===== config.mk =====
export PLATFORM = sky130hd
export DESIGN_NAME = lbp3_front
export DESIGN_NICKNAME = d
export VERILOG_FILES = /design/src/sv/assert_macros.svh /design/src/sv/lbp3_pkg.sv /design/src/sv/lbp3_front.sv
export SDC_FILE = /design/constraint.sdc
export NUM_CORES = 1
export LEC_CHECK = 0
export BUFFER_PORTS_ARGS = -buffer_cell sky130_fd_sc_hd__buf_2
export CAP_MARGIN = 30
export CORE_MARGIN = 4
export CORE_UTILIZATION = 40
export CTS_CLUSTER_DIAMETER = 120
export DETAILED_ROUTE_END_ITERATION = 7
export SLEW_MARGIN = 15
export SYNTH_ARGS = -nofsm -noshare
export SYNTH_HDL_FRONTEND = slang
export SYNTH_SLANG_ARGS = --single-unit

===== constraint.sdc =====
create_clock -name clk -period 7.45 [get_ports clk]
set_clock_uncertainty 0.15 [all_clocks]
set_input_delay 0.3725 -clock clk [delete_from_list [all_inputs] [get_ports clk]]
set_output_delay 0.3725 -clock clk [all_outputs]
set_load 0.02 [all_outputs]

===== src/sv/assert_macros.svh =====
// Assertion macros shared by the LBP stream RTL.
// Included by every file that carries concurrent assertions; no other dependencies.
`ifndef ASSERT_MACROS_SVH
`define ASSERT_MACROS_SVH
`ifndef SYNTHESIS
// Check a property on the rising edge, ignored while reset is high
`define LBP_ASSERT(lbl, clk, rst, prop) \
  lbl: assert property (@(posedge clk) disable iff (rst) prop) \
    else $error("%m: assertion failed");
// Check a property on every rising edge, reset included
`define LBP_ASSERT_ALWAYS(lbl, clk, prop) \
  lbl: assert property (@(posedge clk) prop) \
    else $error("%m: assertion failed");
`else
`define LBP_ASSERT(lbl, clk, rst, prop)
`define LBP_ASSERT_ALWAYS(lbl, clk, prop)
`endif
`endif


===== src/sv/lbp3_pkg.sv =====
// Package for the uniform LBP 3x3 stream: sizes, register indexes, item types
// and the uniform-pattern lookup table. No dependencies.
package lbp3_pkg;

  localparam int MAX_WIDTH    = 1024;
  localparam int MAX_HEIGHT   = 4096;
  localparam int MIN_SIZE     = 3;
  localparam int COL_W        = $clog2(MAX_WIDTH);
  localparam int ROW_W        = $clog2(MAX_HEIGHT);
  localparam int WIDTH_REG_W  = 11;
  localparam int HEIGHT_REG_W = 13;
  localparam int CFG_DATA_W   = 13;
  localparam int CFG_INDEX_W  = 1;
  localparam int INDEX_W      = 6;
  localparam int MAX_INDEX    = 58;

  // Register indexes on the configuration port
  localparam logic [CFG_INDEX_W-1:0] REG_LINE_WIDTH   = 1'b0;
  localparam logic [CFG_INDEX_W-1:0] REG_FRAME_HEIGHT = 1'b1;

  localparam logic [WIDTH_REG_W-1:0]  LINE_WIDTH_RESET   = 11'd640;
  localparam logic [HEIGHT_REG_W-1:0] FRAME_HEIGHT_RESET = 13'd480;

  // Item passed from the front end to the back end
  typedef struct packed {
    logic [7:0]       pixel;
    logic [COL_W-1:0] col;
    logic             centre_valid;
    logic             frame_done;
  } q_item_t;

  // Result item
  typedef struct packed {
    logic [INDEX_W-1:0] pattern_index;
    logic               centre_valid;
    logic               frame_done;
  } result_t;

  typedef logic [INDEX_W-1:0] uni_table_t [256];

  // Build the code-to-index table: codes with at most two circular bit
  // changes get 1..58 in ascending order, all others get 0.
  function automatic uni_table_t build_uni_table();
    uni_table_t         t;
    logic [INDEX_W-1:0] nxt;
    logic [7:0]         c;
    int                 changes;
    nxt = 6'd1;
    for (int code = 0; code < 256; code++) begin
      c = 8'(code);
      changes = 0;
      for (int k = 0; k < 8; k++) begin
        if (c[k] != c[(k + 1) & 7]) changes++;
      end
      if (changes <= 2) begin
        t[code] = nxt;
        nxt = nxt + 6'd1;
      end else begin
        t[code] = '0;
      end
    end
    return t;
  endfunction

  localparam uni_table_t UNI_TABLE = build_uni_table();

endpackage


===== src/sv/lbp3_front.sv =====
// Front end: configuration registers, row/column tracking and item classification.
// Depends on lbp3_pkg.
module lbp3_front (
  input  logic                               clk,
  input  logic                               rst,
  input  logic                               cfg_we,
  input  logic [lbp3_pkg::CFG_INDEX_W-1:0]   cfg_index,
  input  logic [lbp3_pkg::CFG_DATA_W-1:0]    cfg_data,
  input  logic                               in_valid,
  input  logic [7:0]                         in_pixel,
  input  logic                               in_frame_start,
  output logic                               in_ready,
  input  logic                               q_full,
  output logic                               q_push,
  output lbp3_pkg::q_item_t                  q_item
);

  logic [lbp3_pkg::WIDTH_REG_W-1:0]  line_width;
  logic [lbp3_pkg::HEIGHT_REG_W-1:0] frame_height;
  logic [lbp3_pkg::COL_W-1:0]        col_cnt;
  logic [lbp3_pkg::ROW_W-1:0]        row_cnt;

  logic [lbp3_pkg::WIDTH_REG_W-1:0]  w;
  logic [lbp3_pkg::HEIGHT_REG_W-1:0] h;
  logic [lbp3_pkg::COL_W-1:0]        c0;
  logic [lbp3_pkg::COL_W-1:0]        col;
  logic [lbp3_pkg::ROW_W:0]          r0;
  logic [lbp3_pkg::ROW_W:0]          r1;
  logic [lbp3_pkg::ROW_W-1:0]        row;
  logic [lbp3_pkg::COL_W:0]          colp;
  logic [lbp3_pkg::ROW_W:0]          rowp;
  logic                              centre_valid;
  logic                              accept;

  // Clamp the frame size to the supported range
  always_comb begin
    if (line_width < lbp3_pkg::WIDTH_REG_W'(lbp3_pkg::MIN_SIZE)) begin
      w = lbp3_pkg::WIDTH_REG_W'(lbp3_pkg::MIN_SIZE);
    end else if (line_width > lbp3_pkg::WIDTH_REG_W'(lbp3_pkg::MAX_WIDTH)) begin
      w = lbp3_pkg::WIDTH_REG_W'(lbp3_pkg::MAX_WIDTH);
    end else begin
      w = line_width;
    end
    if (frame_height < lbp3_pkg::HEIGHT_REG_W'(lbp3_pkg::MIN_SIZE)) begin
      h = lbp3_pkg::HEIGHT_REG_W'(lbp3_pkg::MIN_SIZE);
    end else if (frame_height > lbp3_pkg::HEIGHT_REG_W'(lbp3_pkg::MAX_HEIGHT)) begin
      h = lbp3_pkg::HEIGHT_REG_W'(lbp3_pkg::MAX_HEIGHT);
    end else begin
      h = frame_height;
    end
  end

  // Place the incoming pixel: frame start, row wrap, frame wrap
  always_comb begin
    c0 = in_frame_start ? '0 : col_cnt;
    r0 = in_frame_start ? '0 : {1'b0, row_cnt};
    if ({1'b0, c0} >= w) begin
      col = '0;
      r1  = r0 + (lbp3_pkg::ROW_W + 1)'(1);
    end else begin
      col = c0;
      r1  = r0;
    end
    row  = ({1'b0, r1[lbp3_pkg::ROW_W-1:0]} >= h || r1[lbp3_pkg::ROW_W]) ?
           '0 : r1[lbp3_pkg::ROW_W-1:0];
    colp = {1'b0, col} + (lbp3_pkg::COL_W + 1)'(1);
    rowp = {1'b0, row} + (lbp3_pkg::ROW_W + 1)'(1);
  end

  // Classify the window centre and build the queue item
  always_comb begin
    centre_valid = (row >= lbp3_pkg::ROW_W'(2)) && (col >= lbp3_pkg::COL_W'(2));
    q_item.pixel        = in_pixel;
    q_item.col          = col;
    q_item.centre_valid = centre_valid;
    q_item.frame_done   = centre_valid &&
                          ({1'b0, row} == h - lbp3_pkg::HEIGHT_REG_W'(1)) &&
                          ({1'b0, col} == w - lbp3_pkg::WIDTH_REG_W'(1));
  end

  assign in_ready = !q_full;
  assign accept   = in_valid && in_ready;
  assign q_push   = accept;

  // Take configuration writes
  always_ff @(posedge clk) begin
    if (rst) begin
      line_width   <= lbp3_pkg::LINE_WIDTH_RESET;
      frame_height <= lbp3_pkg::FRAME_HEIGHT_RESET;
    end else if (cfg_we) begin
      case (cfg_index)
        lbp3_pkg::REG_LINE_WIDTH:   line_width   <= cfg_data[lbp3_pkg::WIDTH_REG_W-1:0];
        lbp3_pkg::REG_FRAME_HEIGHT: frame_height <= cfg_data;
        default: ;
      endcase
    end
  end

  // Advance the position counters on each accepted item
  always_ff @(posedge clk) begin
    if (rst) begin
      col_cnt <= '0;
      row_cnt <= '0;
    end else if (accept) begin
      if (colp >= w) begin
        col_cnt <= '0;
        row_cnt <= (rowp >= h) ? '0 : rowp[lbp3_pkg::ROW_W-1:0];
      end else begin
        col_cnt <= colp[lbp3_pkg::COL_W-1:0];
        row_cnt <= row;
      end
    end
  end

endmodule


==> impl_metrics.json <==
{
  "fp.coreArea_um2": 12800,
  "drt-pass1-iter-count": 6,
  "post_cts_hold_buffer_count": 0,
  "avg_inst_size_synth_um2": 7.12,
  "timing.final.max_slew_violations": 0,
  "min_period_ns": 7.23,
  "synthesis.instances": 750,
  "clock-sinks": 46,
  "post_drt_via_cell_ratio": 6.02,
  "syn_area_um2": 5340,
  "static-leakage-power_nw": 2.65,
  "hold_violations": 0,
  "netlist.top_cell.by_area": "dfxtp_1",
  "path_delay_family": "simple AND/OR/NAND/NOR gates",
  "cts_tree": "yes",
  "antenna_left": 0,
  "layout_filler_cell_count": 1296,
  "maximum_vdd_drop_mv": 0.106,
  "yosysWarningCount": 0,
  "clockPowerShare_pct": 33.1,
  "fin_area_um2": 6230,
  "vias_in_the_first_global_route": 5449,
  "worstMarginPinSlew_ns": 0.957,
  "timing.final.setup_violations": 0,
  "yosysUniqueCellTypes": 77,
  "power.density_cell_area_nw_per_um2": 131,
  "grt_usage_pct": 23.1,
  "ys_dominant_reg_cell": "dfxtp_1",
  "route.detailed.wl_per_inst_um": 18.7,
  "net_count_after_synthesis": 831,
  "synth_edf_count": 0,
  "post-layout-total-power_mw": 0.813,
  "critPathMaxFanout": 6,
  "power_frac_comb_pct": 33.1,
  "clock-root-buffer": "clkbuf_16",
  "worst_path_max_delay_cell": "or4_4",
  "worstPathArrival_ns": 7.30,
  "routed-via-count": 5793,
  "cell_internal_pwr_mw": 0.526,
  "grt-busiest-layer": "met2",
  "core.rowCount": 41,
  "gr-total-overflow": 0,
  "finalCritPeriodShare_pct": 97.1,
  "clock_tree.buffer_depth": 2,
  "dpl_cell_area_um2": 5790,
  "count_of_buffer_and_inverter_cells_on_the_critical_path": 2,
  "dieHeight_um": 124,
  "required_ns": 7.51,
  "start_util_pct": 41.6,
  "die_w_um": 124,
  "cts_htree_levels": 2,
  "grtUsageMet3_pct": 4.85,
  "critPathMaxStageDelay_ns": 0.57,
  "drt_drc_violations_left": 0,
  "layout-drive-gt1-share_pct": 18.9,
  "critPathMostFrequentCell": "a21oi_2",
  "post-dp-hpwl_um": 13600,
  "fmax_mhz": 138,
  "synth_area_leaders": "dfxtp_1, ha_1, nand2_1",
  "syn2layout_area_growth_pct": 16.6,
  "timing.setup.critical_path_class": "flop to flop",
  "place.port_buffers": 33,
  "finalWorstSetupSlack_ns": 0.216,
  "sw_frac_of_total_pct": 35.3,
  "clk_transition_reported_paths_ns": 0.07,
  "total_cts_buffers": 5,
  "grtUsageMet1_pct": 32.0,
  "grt_max_degree": 48,
  "total_switching_power_mw": 0.287,
  "globalRouteMet2Util_pct": 35.6,
  "async_flop_share_pct": 0,
  "finish.net_count": 870,
  "preCtsSetupSlack_ns": -0.0209,
  "post-route-util_pct": 48.6,
  "max_slew_margin_pct": 36.2,
  "max_cap_viol_count": 0,
  "floorplan.io_pins": 50,
  "diodes": 0,
  "startpoint_type": "flop",
  "global_route_wire_length_before_repair_um": 27900,
  "initial_antenna_violation_count": 0,
  "synth_top_area_share_pct": 17.2,
  "critPathCaptureType": "flop",
  "gp_congestion": 0.938,
  "wirelength_um": 17900,
  "outcome": "finished, final reports clean",
  "detail_route.iter0.violations": 464,
  "fp.dieArea_um2": 15300,
  "ys_ff_latch": 46,
  "min-delay-path-class": "input pin to flop",
  "sequentialPowerShare_pct": 33.9,
  "worstSkewPairLatency_ns": 0.30,
  "sequential_cell_area_fraction_in_the_yosys_report_pct": 17.2,
  "final.setup.tns_ns": 0
}
==> flip-flops by register name, summed over array words and instances (netlist names) <==
signal        flops
col_cnt          10
frame_height     13
line_width       11
row_cnt          12
==> worst paths after layout <==
path	startpoint	end	slack [ns]	cells past startpoint
max	line_width[5]	row_cnt[10]	0.22	32
min	cfg_data[11]	frame_height[11]	0.16	3
max reg2reg	line_width[5]	row_cnt[10]	0.22	32
min reg2reg	col_cnt[3]	col_cnt[3]	0.33	2
==> routing by layer <==
metal  part of all wire, %  up-vias
met5                     0        -
met4                   2.0        0
met3                   7.5       35
met2                    46      257
met1                    45     2697
li1                      -     2804
==> worst reg2reg max path: cells and delay by family, from the launching register on <==
family          cells  cell delay [ns]
compound gates     11             1.74
fa+ha+maj           4             0.91
buf+inv             2             0.26
flops               1             0.32
xor+xnor            1             0.19
simple gates       14             3.58
==> power groups by stage <==
stage               clock network (mW)  logic, mW  registers [mW]
floorplan                            0      0.188           0.272
global placement                     0      0.241           0.279
detailed placement                   0      0.245           0.280
CTS                              0.274      0.247           0.274
global route                     0.282      0.296           0.277
finish                           0.269      0.269           0.275
==> through the flow <==
stage	cells	hold slack [ns]
global route	962	0.171
global placement	942	0.309
detailed placement	942	0.317
CTS	950	0.162
floorplan	750	0.295
finish	962	0.163
==> cells by family (layout without fill, tap and decap cells) <==
| family | after synthesis | after routing | synth area share (%) |
|---|---|---|---|
| AND/OR/NAND/NOR | 344 | 344 | 32.3 |
| flip-flops | 46 | 46 | 17.2 |
| adder cells (fa/ha/maj) | 53 | 53 | 12.4 |
| multiplexers | 16 | 16 | 3.16 |
| AO/OA/AOI/OAI | 188 | 188 | 23.6 |
| XOR/XNOR | 29 | 29 | 5.15 |
| buffers and inverters | 74 | 114 | 6.11 |
==> cell usage after synthesis, types with 3 or more instances <==
library cell and number:
o21ai_1 8, mux2_2 6, a31oi_1 9, or3_1 11, o2111ai_1 3, xnor2_1 17
a311oi_1 3, nand2_1 109, o21ai_0 27, buf_4 10, ha_1 53, or2_1 3
nor3_1 20, and3_1 7, xor2_1 10, nor4_1 10, a21oi_1 50, nand3b_1 13
nor3b_1 4, buf_2 3, nand4_1 17, a211oi_1 13, dfxtp_1 46, clkbuf_1 31
nand2b_1 17, nor2b_1 19, or4_1 3, mux2i_1 9, a2111oi_0 3, inv_1 24
o21a_1 9, a22oi_1 7, nand3_1 22, o21bai_1 3, a221oi_1 4, o211ai_1 9
nor2_1 72, a21o_1 12
==> layout make-up <==
class	count	area, um2	area share, %
Multi-Input combinational cell	630	4310	69.3
Sequential cell	46	921	14.8
Timing Repair Buffer	78	500	8.04
Tap cell	172	215	3.46
Clock buffer	5	125	2.01
Inverter	28	109	1.75
Clock inverter	3	43.8	0.703
==> cells in the final DEF (no fill, tap or decap), drive strengths merged, types with 4 or more instances in the layout <==
cell type    n
nor3b        4
or4          5
or2          5
a21oi       52
nor3        20
nand4       17
a22oi        7
and3         8
a21o        12
dfxtp       46
a221oi       4
nand2      110
clkbuf       5
ha          53
o21ai       35
a31oi       10
xnor2       18
nand3b      13
buf         78
nor2b       19
nand3       22
mux2i        9
or3         11
o211ai       9
xor2        10
o21a         9
inv         28
o311ai       4
nand2b      17
a211oi      13
nor4        12
nor2        73
mux2         7
==> what timing repair did <==
action / 4_1_cts / 5_1_grt
resized for setup: 1 / 41
setup endpoints to repair: 3 / 13
buffers inserted: 0 / 11
pin swaps: 0 / 18
gates cloned: 0 / 1
hold endpoints to repair: 0 / 0
Power figures use the tool's default switching activity.
