File: src/sv/assert_macros.svh
// Assertion macros shared by the LBP stream RTL.
// Included by every file that carries concurrent assertions; no other dependencies.
`ifndef ASSERT_MACROS_SVH
`define ASSERT_MACROS_SVH
`ifndef SYNTHESIS
// Check a property on the rising edge, ignored while reset is high
`define LBP_ASSERT(lbl, clk, rst, prop) \
  lbl: assert property (@(posedge clk) disable iff (rst) prop) \
    else $error("%m: assertion failed");
// Check a property on every rising edge, reset included
`define LBP_ASSERT_ALWAYS(lbl, clk, prop) \
  lbl: assert property (@(posedge clk) prop) \
    else $error("%m: assertion failed");
`else
`define LBP_ASSERT(lbl, clk, rst, prop)
`define LBP_ASSERT_ALWAYS(lbl, clk, prop)
`endif
`endif

File: src/sv/lbp3_pkg.sv
// Package for the uniform LBP 3x3 stream: sizes, register indexes, item types
// and the uniform-pattern lookup table. No dependencies.
package lbp3_pkg;

  localparam int MAX_WIDTH    = 1024;
  localparam int MAX_HEIGHT   = 4096;
  localparam int MIN_SIZE     = 3;
  localparam int COL_W        = $clog2(MAX_WIDTH);
  localparam int ROW_W        = $clog2(MAX_HEIGHT);
  localparam int WIDTH_REG_W  = 11;
  localparam int HEIGHT_REG_W = 13;
  localparam int CFG_DATA_W   = 13;
  localparam int CFG_INDEX_W  = 1;
  localparam int INDEX_W      = 6;
  localparam int MAX_INDEX    = 58;

  // Register indexes on the configuration port
  localparam logic [CFG_INDEX_W-1:0] REG_LINE_WIDTH   = 1'b0;
  localparam logic [CFG_INDEX_W-1:0] REG_FRAME_HEIGHT = 1'b1;

  localparam logic [WIDTH_REG_W-1:0]  LINE_WIDTH_RESET   = 11'd640;
  localparam logic [HEIGHT_REG_W-1:0] FRAME_HEIGHT_RESET = 13'd480;

  // Item passed from the front end to the back end
  typedef struct packed {
    logic [7:0]       pixel;
    logic [COL_W-1:0] col;
    logic             centre_valid;
    logic             frame_done;
  } q_item_t;

  // Result item
  typedef struct packed {
    logic [INDEX_W-1:0] pattern_index;
    logic               centre_valid;
    logic               frame_done;
  } result_t;

  typedef logic [INDEX_W-1:0] uni_table_t [256];

  // Build the code-to-index table: codes with at most two circular bit
  // changes get 1..58 in ascending order, all others get 0.
  function automatic uni_table_t build_uni_table();
    uni_table_t         t;
    logic [INDEX_W-1:0] nxt;
    logic [7:0]         c;
    int                 changes;
    nxt = 6'd1;
    for (int code = 0; code < 256; code++) begin
      c = 8'(code);
      changes = 0;
      for (int k = 0; k < 8; k++) begin
        if (c[k] != c[(k + 1) & 7]) changes++;
      end
      if (changes <= 2) begin
        t[code] = nxt;
        nxt = nxt + 6'd1;
      end else begin
        t[code] = '0;
      end
    end
    return t;
  endfunction

  localparam uni_table_t UNI_TABLE = build_uni_table();

endpackage

File: src/sv/lbp3_fifo.sv
// Two-entry queue between the front end and the back end.
// Depends on lbp3_pkg and assert_macros.svh.
`include "assert_macros.svh"
module lbp3_fifo (
  input  logic              clk,
  input  logic              rst,
  input  logic              push,
  input  lbp3_pkg::q_item_t push_item,
  output logic              full,
  input  logic              pop,
  output lbp3_pkg::q_item_t pop_item,
  output logic              avail
);

  lbp3_pkg::q_item_t entries [2];
  logic              wr_ptr;
  logic              rd_ptr;
  logic [1:0]        count;

  assign full     = (count == 2'd2);
  assign avail    = (count != 2'd0);
  assign pop_item = entries[rd_ptr];

  // Store pushed items
  always_ff @(posedge clk) begin
    if (push) begin
      entries[wr_ptr] <= push_item;
    end
  end

  // Track pointers and fill level
  always_ff @(posedge clk) begin
    if (rst) begin
      wr_ptr <= 1'b0;
      rd_ptr <= 1'b0;
      count  <= 2'd0;
    end else begin
      if (push) wr_ptr <= !wr_ptr;
      if (pop)  rd_ptr <= !rd_ptr;
      case ({push, pop})
        2'b10:   count <= count + 2'd1;
        2'b01:   count <= count - 2'd1;
        default: count <= count;
      endcase
    end
  end

  `LBP_ASSERT(a_count_bound, clk, rst, count <= 2'd2)
  `LBP_ASSERT(a_no_overflow, clk, rst, !(push && full && !pop))
  `LBP_ASSERT(a_no_underflow, clk, rst, pop |-> count != 2'd0)
  `LBP_ASSERT(a_fill_step, clk, rst, (push && !pop) |=> count == $past(count) + 2'd1)

endmodule

File: config.mk
export PLATFORM = sky130hd
export DESIGN_NAME = lbp3_fifo
export DESIGN_NICKNAME = d
export VERILOG_FILES = /design/src/sv/lbp3_pkg.sv /design/src/sv/lbp3_fifo.sv
export VERILOG_INCLUDE_DIRS = /design/src /design/src/sv
export SDC_FILE = /design/constraint.sdc
export NUM_CORES = 1
export LEC_CHECK = 0
export CAP_MARGIN = 20
export CORE_ASPECT_RATIO = 0.6
export CORE_MARGIN = 4
export CORE_UTILIZATION = 30
export DETAILED_ROUTE_END_ITERATION = 6
export DONT_BUFFER_PORTS = 1
export PLACE_DENSITY = 0.56
export RECOVER_POWER = 25
export SYNTH_ARGS = -nofsm -noshare
export SYNTH_HDL_FRONTEND = slang
export SYNTH_SLANG_ARGS = --single-unit
File: constraint.sdc
create_clock -name clk -period 3.8 [get_ports clk]
set_input_delay 0.19 -clock clk [delete_from_list [all_inputs] [get_ports clk]]
set_output_delay 0.19 -clock clk [all_outputs]
set_load 0.005 [all_outputs]
==> impl_metrics.env, run 1 <==
export IMPL_dp_slack_ns=2.20
export IMPL_ys_ff_latch=45
export IMPL_reg2reg_from="wr_ptr"
export IMPL_die_area_mm2=0.00677
export IMPL_synth_area_leader_cell="edfxtp_1"
export IMPL_min_period_ns=1.85
export IMPL_setup_tns_final_ns=0
export IMPL_grtUsageTotal_pct=8.73
export IMPL_power_mw=1.04
export IMPL_p_sw_share_pct=20.4
export IMPL_synth_cell_type_count=15
export IMPL_ys_flop_type="edfxtp_1"
export IMPL_vias=795
export IMPL_cp_top_family="flip-flops"
export IMPL_crit_cells=1
export IMPL_area_growth_synth_to_final_pct=25.8
export IMPL_cts_sinks=45
export IMPL_crit_path_end_kind="output pin"
export IMPL_slew_viol_final=0
export IMPL_holdCritStartpoint="push"
export IMPL_post_cts_setup_buffers=0
export IMPL_htreeDepth=2
export IMPL_r2r_cells=1
export IMPL_synth_seq_area_share_pct=79.1
export IMPL_grt_remaining_overflow=0
export IMPL_first_pass_iters=2
export IMPL_ctsHoldBuffers=21
export IMPL_yosysWarnings=0
export IMPL_drc=0
export IMPL_fmax_mhz=539
export IMPL_num_antenna_cells=0
export IMPL_die_w_um=104
export IMPL_clock_latency_ns=0.29
export IMPL_initial_core_util_pct=31.7
export IMPL_synthArstFlopShare_pct=0
export IMPL_holdPathStages=2
export IMPL_post_route_period_util_pct=48.8
export IMPL_synth_area_leaders="edfxtp_1 73%, mux2_2 14%, dfxtp_1 6.1%"
export IMPL_crit_path_start_kind="flip-flop"
export IMPL_tightest_slew_ns=0.969
export IMPL_rsz0062_at_grt="no"
export IMPL_numCtsBuffers=5
export IMPL_core_area_mm2=0.00518
export IMPL_setup_viol=0
export IMPL_yosysMostFrequentCell="edfxtp_1"
export IMPL_comb_power_share_pct=9.2
export IMPL_drt_iter0_drc=29
export IMPL_root_buffer="clkbuf_8"
export IMPL_synth_area_mm2=0.00164
export IMPL_synth_commonest_cells="40 x edfxtp_1, 20 x mux2_2, 5 x dfxtp_1, 5 x nor2_1, 3 x xnor2_1"
export IMPL_drtAntennaViolNets=0
export IMPL_grt_pass1_wl_mm=4.44
export IMPL_hold_viol_final=0
export IMPL_fin_util_pct=39.9
export IMPL_worstPathArrival_ns=1.66
export IMPL_power_density_mw_per_mm2=501
export IMPL_viasPerCell=4.47
export IMPL_grt_antenna_before_repair=0
export IMPL_synth_area_per_cell_um2=19.6
export IMPL_grt_pass1_vias=879
export IMPL_drive_gt1_share_pct=27.7
export IMPL_slew_headroom_pct=35.4
export IMPL_io_pin_count=46
export IMPL_p_clk_share_pct=33.7
export IMPL_path_buf_inv=0
export IMPL_routedWlPerCell_um=15.4
export IMPL_cts_tree="yes"
export IMPL_path_cells="mux2_2"
export IMPL_critPathMaxStageDelay_ns=0.94
export IMPL_cap_viol_max_count=0
export IMPL_syn_nets=109
export IMPL_cp_slowest_cell="dfxtp_1"
export IMPL_io_buffer_count=0
export IMPL_p_int_mw=0.825
export IMPL_final_nets=136
export IMPL_skew_ns=0.00477
export IMPL_clkSlewWorstSetupHoldPaths_ns=0.08
export IMPL_place_congestion=0.607
export IMPL_whs_ns=0.0543
export IMPL_dp_hpwl_mm=1.78
export IMPL_pwr_share_seq_pct=57.0
export IMPL_cts_resized=0
export IMPL_fin_ws_ns=1.95
export IMPL_p_leak_nw=0.697
export IMPL_vdd_drop_max_uv=197
export IMPL_worstSetupPathType="flip-flop to output pin"
export IMPL_path_max_fanout=20
export IMPL_p_switching_mw=0.212
export IMPL_clock_path_buffers=2
export IMPL_die_y_um=65.3
export IMPL_hold_class="input port to flip-flop"
export IMPL_status="complete, no violations"
export IMPL_grt_max_degree=21
export IMPL_core_rowCount=20
export IMPL_wirelength_mm=2.75
export IMPL_yosysTopAreaCellShare_pct=73.1
export IMPL_syn_inst=84
export IMPL_required_ns=3.61
export IMPL_synth_edff_count=40
==> flip-flops by register name (all words and copies together) (netlist names), named ones only <==
name / count
entries: 40
rd_ptr: 1
wr_ptr: 1
count: 2
==> final timing paths <==
check / slack, ns / to
worst max-delay path: 1.95 / pop_item[14]
worst min-delay path: 0.05 / wr_ptr
worst max register to register: 2.26 / entries[1][0]
worst min register to register: 0.53 / flip-flop
==> cell type report <==
class / instances / area [µm²]
Tap cell: 66 / 82.6
Inverter: 1 / 3.75
Multi-Input combinational cell: 36 / 332
Sequential cell: 45 / 1300
Clock buffer: 6 / 72.6
Fill cell: 469 / 3110
Clock inverter: 2 / 38.8
Timing Repair Buffer: 22 / 238
==> stage by stage <==
step,cells,cell area (µm²)
final,178,2070
after global routing,178,2070
after CTS,177,2040
after detailed placement,148,1720
after global placement,148,1720
after floorplan,84,1640
==> kinds of logic (layout without fill, tap and decap cells) <==
| kind of cell | Yosys count | after routing | share of synthesized area, % |
|---|---|---|---|
| xor gates and xnor gates | 4 | 4 | 2.13 |
| and+or+nand+nor | 9 | 9 | 2.82 |
| AOI/OAI and AO/OA | 2 | 2 | 0.608 |
| buffers and inverters | 3 | 31 | 0.837 |
| DFF | 45 | 45 | 79.1 |
| adders and majority gates | 1 | 1 | 0.761 |
| muxes | 20 | 20 | 13.7 |
==> cells in the final DEF, fill, tap and decap left out <==
cell,netlist,layout
dlygate4sd3_1,0,21
bufinv_16,0,1
clkbuf_8,0,5
clkinv_4,0,1
xor2_1,1,1
clkbuf_1,0,1
and2b_2,1,1
buf_16,0,1
xnor2_1,3,3
ha_1,1,1
nor2_1,5,4
or3_1,1,1
nor2_2,0,1
and2_1,1,1
edfxtp_1,40,40
o21ai_0,1,1
mux2_2,20,20
inv_1,1,1
or2_2,1,1
dfxtp_1,5,5
a21oi_1,1,1
==> power by group through the flow <==
stage | combinational, mW | clock [mW] | sequential [mW]
global placement | 0.0691 | 0 | 0.602
CTS | 0.0923 | 0.367 | 0.593
floorplan | 0.0642 | 0 | 0.592
finish | 0.0955 | 0.350 | 0.591
global route | 0.106 | 0.392 | 0.596
detailed placement | 0.0710 | 0 | 0.604
==> routing by layer <==
| metal | part of all wire, % | GRT usage, % | up-vias |
|---|---|---|---|
| met5 | 0 | 0 | - |
| met4 | 0.80 | 3.98 | 0 |
| met3 | 6.1 | 3.53 | 2 |
| met2 | 51 | 15.9 | 27 |
| met1 | 42 | 9.03 | 397 |
| li1 | - | - | 369 |
No activity file was read; power rests on OpenSTA's default activity.
==> run 2: changes to the inputs <==
--- a/config.mk
+++ b/config.mk
@@ -12,7 +12,7 @@
 export CORE_UTILIZATION = 30
 export DETAILED_ROUTE_END_ITERATION = 6
 export DONT_BUFFER_PORTS = 1
-export PLACE_DENSITY = 0.56
+export PLACE_DENSITY = 0.57
 export RECOVER_POWER = 25
 export SYNTH_ARGS = -nofsm -noshare
 export SYNTH_HDL_FRONTEND = slang
==> constraint.sdc (replaced) <==
create_clock -name clk -period 1.68 [get_ports clk]
set_input_delay 0.084 -clock clk [delete_from_list [all_inputs] [get_ports clk]]
set_output_delay 0.084 -clock clk [all_outputs]
set_load 0.005 [all_outputs]
==> run 2 against run 1 <==
Net effect: combinational power increased to 2.5 times the previous value; largest cell class unchanged; core utilization increased by 0.34 points; final cell count increased by 3.4%; hold slack improved by 0.053 ns; sequential share of layout area decreased by 0.53 points; critical endpoint is now pop_item[15]; via count unchanged; design area increased by 0.85%; first-iteration DRC count decreased by 31%; global-route usage increased by 0.64 points; clock power increased by 79%; non-clock buffer count increased by 6.
==> impl_metrics.env, run 2 (synthesis results as in run 1) <==
export IMPL_largest_register="entries"
export IMPL_final_area_mm2=0.00209
export IMPL_die_w_um=104
export IMPL_drc=0
export IMPL_core_rowCount=20
export IMPL_vdd_drop_max_uv=295
export IMPL_power_mw=2.19
export IMPL_cts_sinks=45
export IMPL_cts_resized=0
export IMPL_crit_end="pop_item[15]"
export IMPL_grtUsageTotal_pct=9.37
export IMPL_final_common_cell="edfxtp_1"
export IMPL_place_congestion=0.670
export IMPL_dp_hpwl_mm=2.01
export IMPL_post_route_period_util_pct=83.9
export IMPL_slew_headroom_pct=82.8
export IMPL_first_pass_iters=2
export IMPL_power_density_mw_per_mm2=1050
export IMPL_skew_ns=0.00702
export IMPL_setup_viol=0
export IMPL_path_max_fanout=16
export IMPL_grt_pass1_wl_mm=4.62
export IMPL_wirelength_mm=2.81
export IMPL_grt_max_degree=17
export IMPL_p_leak_nw=0.712
export IMPL_slew_viol_final=0
export IMPL_grt_remaining_overflow=0
export IMPL_viasPerCell=4.32
export IMPL_numCtsBuffers=5
export IMPL_clock_path_buffers=2
export IMPL_htreeDepth=2
export IMPL_largest_reg_flops=40
export IMPL_reg2reg_from="wr_ptr"
export IMPL_r2r_slack_ns=0.62
export IMPL_dp_slack_ns=0.576
export IMPL_vias=795
export IMPL_fin_ws_ns=0.270
export IMPL_clock_latency_ns=0.30
export IMPL_routedWlPerCell_um=15.3
export IMPL_grt_antenna_before_repair=0
export IMPL_drt_iter0_drc=20
export IMPL_crit_path_start_kind="flip-flop"
export IMPL_grt_pass1_vias=875
export IMPL_worstSetupPathType="flip-flop to output pin"
export IMPL_area_growth_synth_to_final_pct=26.9
export IMPL_core_area_mm2=0.00518
export IMPL_clkSlewWorstSetupHoldPaths_ns=0.08
export IMPL_fmax_mhz=709
export IMPL_tightest_slew_ns=0.257
export IMPL_required_ns=1.60
export IMPL_rsz0062_at_grt="no"
export IMPL_io_pin_count=46
export IMPL_cap_viol_max_count=0
export IMPL_r2r_cells=2
export IMPL_drive_gt1_share_pct=29.7
export IMPL_hold_viol_final=0
export IMPL_dpl_cell_area_mm2=0.00177
export IMPL_die_y_um=65.3
export IMPL_num_antenna_cells=0
export IMPL_cts_tree="yes"
export IMPL_io_buffer_count=0
export IMPL_root_buffer="clkbuf_8"
export IMPL_min_period_ns=1.41
export IMPL_whs_ns=0.107
export IMPL_worstPathArrival_ns=1.33
export IMPL_reg2reg_to="entries[1][19]"
export IMPL_drtAntennaViolNets=0
export IMPL_hold_class="input port to flip-flop"
export IMPL_status="complete, no violations"
export IMPL_die_area_mm2=0.00677
export IMPL_initial_core_util_pct=31.7
export IMPL_final_cell_mix="40 x edfxtp_1, 23 x dlygate4sd3_1, 20 x mux2_2"
export IMPL_setup_tns_final_ns=0
export IMPL_final_nets=142
export IMPL_largestRegisters="entries x40, count x2"
export IMPL_crit_path_end_kind="output pin"
## run 2: per-layer routing
metal | up-vias | global-route usage, % | part of all wire [%]
met5 | - | 0 | 0
met3 | 8 | 4.32 | 8.0
met4 | 0 | 6.97 | 3.0
met2 | 29 | 15.3 | 48
met1 | 375 | 9.68 | 41
li1 | 383 | - | -
## run 2: area by class of cell
cell class / instances / area (µm²)
Sequential cell: 45 / 1300
Clock inverter: 3 / 17.5
Clock buffer: 5 / 68.8
Fill cell: 477 / 3090
Inverter: 1 / 3.75
Timing Repair Buffer: 28 / 280
Multi-Input combinational cell: 36 / 332
Tap cell: 66 / 82.6
## run 2: power breakdown
group / switching, mW / leakage [nW] / internal [mW]
Sequential: 0.0264 / 0.417 / 1.30
Combinational: 0.109 / 0.250 / 0.132
Clock: 0.340 / 0.0455 / 0.287
Total: 0.476 / 0.712 / 1.72
## run 2: critical path, stage by stage (launching register included)
cell	delay, ns
dfxtp_1	0.47
buf_12	0.19
mux2_2	0.37
## run 2: repair_timing
action                    in CTS  in global routing
hold endpoints to repair      45                  0
hold buffers                  23                  0
buffers inserted               0                  0
## run 2: worst min-delay path by stage
| stage | startpoint | to | cells past startpoint |
|---|---|---|---|
| detailed placement | rst | count[0] | 1 |
| global placement | rst | count[1] | 1 |
| CTS | pop | count[0] | 3 |
| global route | pop | count[0] | 3 |
| finish | pop | count[0] | 3 |
| floorplan | rst | count[1] | 1 |
## run 2: per-stage QoR
step | util [%] | cells
finish | 40.3 | 184
CTS | 40.3 | 184
detailed placement | 34.2 | 153
global placement | 34.2 | 153
floorplan | - | 84
global route | 40.3 | 184
==> run 3: changes to the inputs <==
==> constraint.sdc (replaced) <==
create_clock -name clk -period 1.2 [get_ports clk]
set_input_delay 0.06 -clock clk [delete_from_list [all_inputs] [get_ports clk]]
set_output_delay 0.06 -clock clk [all_outputs]
set_load 0.005 [all_outputs]
==> run 3 against run 2 <==
Net effect: clock skew down 0.0017 ns; flip-flop and latch count unchanged; wire length up 8.1%; largest cell class unchanged; critical endpoint is now pop_item[14]; core utilization up 2.5 points.
==> impl_metrics.env, run 3 (synthesis results as in run 1) <==
export IMPL_wirelength_mm=3.04
export IMPL_power_mw=3.15
export IMPL_fmax_mhz=834
export IMPL_routedWlPerCell_um=16.4
export IMPL_largestRegisters="entries x40, count x2"
export IMPL_grt_remaining_overflow=0
export IMPL_root_buffer="clkbuf_8"
export IMPL_htreeDepth=2
export IMPL_fillers=464
export IMPL_dp_cells=153
export IMPL_clkSlewWorstSetupHoldPaths_ns=0.08
export IMPL_place_congestion=0.628
export IMPL_path_max_fanout=6
export IMPL_skew_ns=0.00534
export IMPL_crit_cells=2
export IMPL_die_w_um=104
export IMPL_numCtsBuffers=5
export IMPL_largest_reg_flops=40
export IMPL_min_period_ns=1.20
export IMPL_clock_latency_ns=0.28
export IMPL_cts_sinks=45
export IMPL_die_area_mm2=0.00677
export IMPL_drt_iter0_drc=18
export IMPL_fin_cells=185
export IMPL_core_rowCount=20
export IMPL_holdPathStages=3
export IMPL_cts_tree="yes"
export IMPL_vias=831
export IMPL_cp_slowest_cell="dfxtp_4"
export IMPL_grt_max_degree=21
export IMPL_cap_viol_max_count=0
export IMPL_hold_class="input port to flip-flop"
export IMPL_num_antenna_cells=0
export IMPL_rsz0062_at_grt="yes"
export IMPL_grt_pass1_vias=922
export IMPL_tightest_slew_ns=0.215
export IMPL_drive_gt1_share_pct=31.1
export IMPL_clock_path_buffers=2
export IMPL_setup_viol=0
export IMPL_whs_ns=0.105
export IMPL_drc=0
export IMPL_post_route_period_util_pct=100
export IMPL_crit_path_start_kind="flip-flop"
export IMPL_die_y_um=65.3
export IMPL_dpl_cell_area_mm2=0.00179
export IMPL_final_nets=143
export IMPL_final_common_cell="edfxtp_1"
export IMPL_slew_headroom_pct=85.6
export IMPL_core_area_mm2=0.00518
export IMPL_path_buf_inv=1
export IMPL_largest_register="entries"
export IMPL_area_growth_synth_to_final_pct=34.6
export IMPL_crit_path_end_kind="output pin"
export IMPL_vdd_drop_max_uv=441
export IMPL_fin_ws_ns=0.000280
export IMPL_r2r_cells=3
export IMPL_cp_top_family="flip-flops"
export IMPL_io_buffer_count=0
export IMPL_grt_antenna_before_repair=0
export IMPL_initial_core_util_pct=31.7
export IMPL_status="complete, no violations"
export IMPL_critPathMaxStageDelay_ns=0.39
export IMPL_drtAntennaViolNets=0
export IMPL_worstPathArrival_ns=1.14
export IMPL_grt_pass1_wl_mm=4.91
export IMPL_required_ns=1.14
export IMPL_slew_viol_final=0
export IMPL_power_density_mw_per_mm2=1420
export IMPL_viasPerCell=4.49
export IMPL_p_leak_nw=0.803
export IMPL_worstSetupPathType="flip-flop to output pin"
export IMPL_io_pin_count=46
export IMPL_dp_slack_ns=0.101
export IMPL_grtUsageTotal_pct=9.86
export IMPL_final_area_mm2=0.00221
export IMPL_post_cts_setup_buffers=0
export IMPL_hold_viol_final=0
export IMPL_first_pass_iters=4
export IMPL_path_cells="buf_8 > mux2_4"
export IMPL_final_cell_mix="40 x edfxtp_1, 23 x dlygate4sd3_1, 20 x mux2_4"
## run 3: changes by cell type in the layout (fill, tap and decap cells not counted), moves of 2 or more
cell and change:
buf_12 +2, buf_4 -3, mux2_4 +20, clkbuf_1 +2, mux2_2 -20, buf_8 +2
## run 3: metrics by stage
| step | TNS, ns | util [%] |
|---|---|---|
| CTS | -0.522 | 41.8 |
| global route | -0.916 | 42.7 |
| finish | 0 | 42.7 |
| global placement | 0 | 34.5 |
| detailed placement | 0 | 34.5 |
| floorplan | 0 | - |
## run 3: worst paths after layout
| check | slack, ns | startpoint | to |
|---|---|---|---|
| hold reg to reg | 0.54 | rd_ptr | rd_ptr |
| hold / removal | 0.10 | pop | count[0] |
| setup / recovery | 0.0003 | flip-flop | pop_item[14] |
| setup reg to reg | 0.11 | count[0] | count[1] |
## run 3: routing by layer
layer	part of all wire, %	global-route usage (%)
met2	47	16.4
met1	44	10.7
met4	0.99	3.98
met3	7.9	5.40
met5	0	0
## run 3: power by group
group,internal (mW),total (mW),switching [mW]
Sequential,1.82,1.86,0.0459
Combinational,0.258,0.435,0.177
Clock,0.408,0.855,0.447
Total,2.48,3.15,0.670
## run 3: layout make-up
cell class	count	area, µm²	area share, %
inverters	1	3.75	0.170
well taps	66	82.6	3.73
flip-flops and latches	45	1310	59.0
multi-input cells	36	413	18.7
clock buffers	7	76.3	3.45
repair buffers	29	328	14.8
clock inverters	1	5.00	0.226
## run 3: timing repair
action	CTS	global route
hold endpoints to repair	45	0
hold buffers	23	0
pin swaps	0	0
gates cloned	1	0
endpoints found under the setup margin	20	20
gates resized for setup	18	12
## run 3: tightest hold or removal path: stages
cell and delay, ns:
ha_1 0.14, xor2_1 0.07, nor2_1 0.08
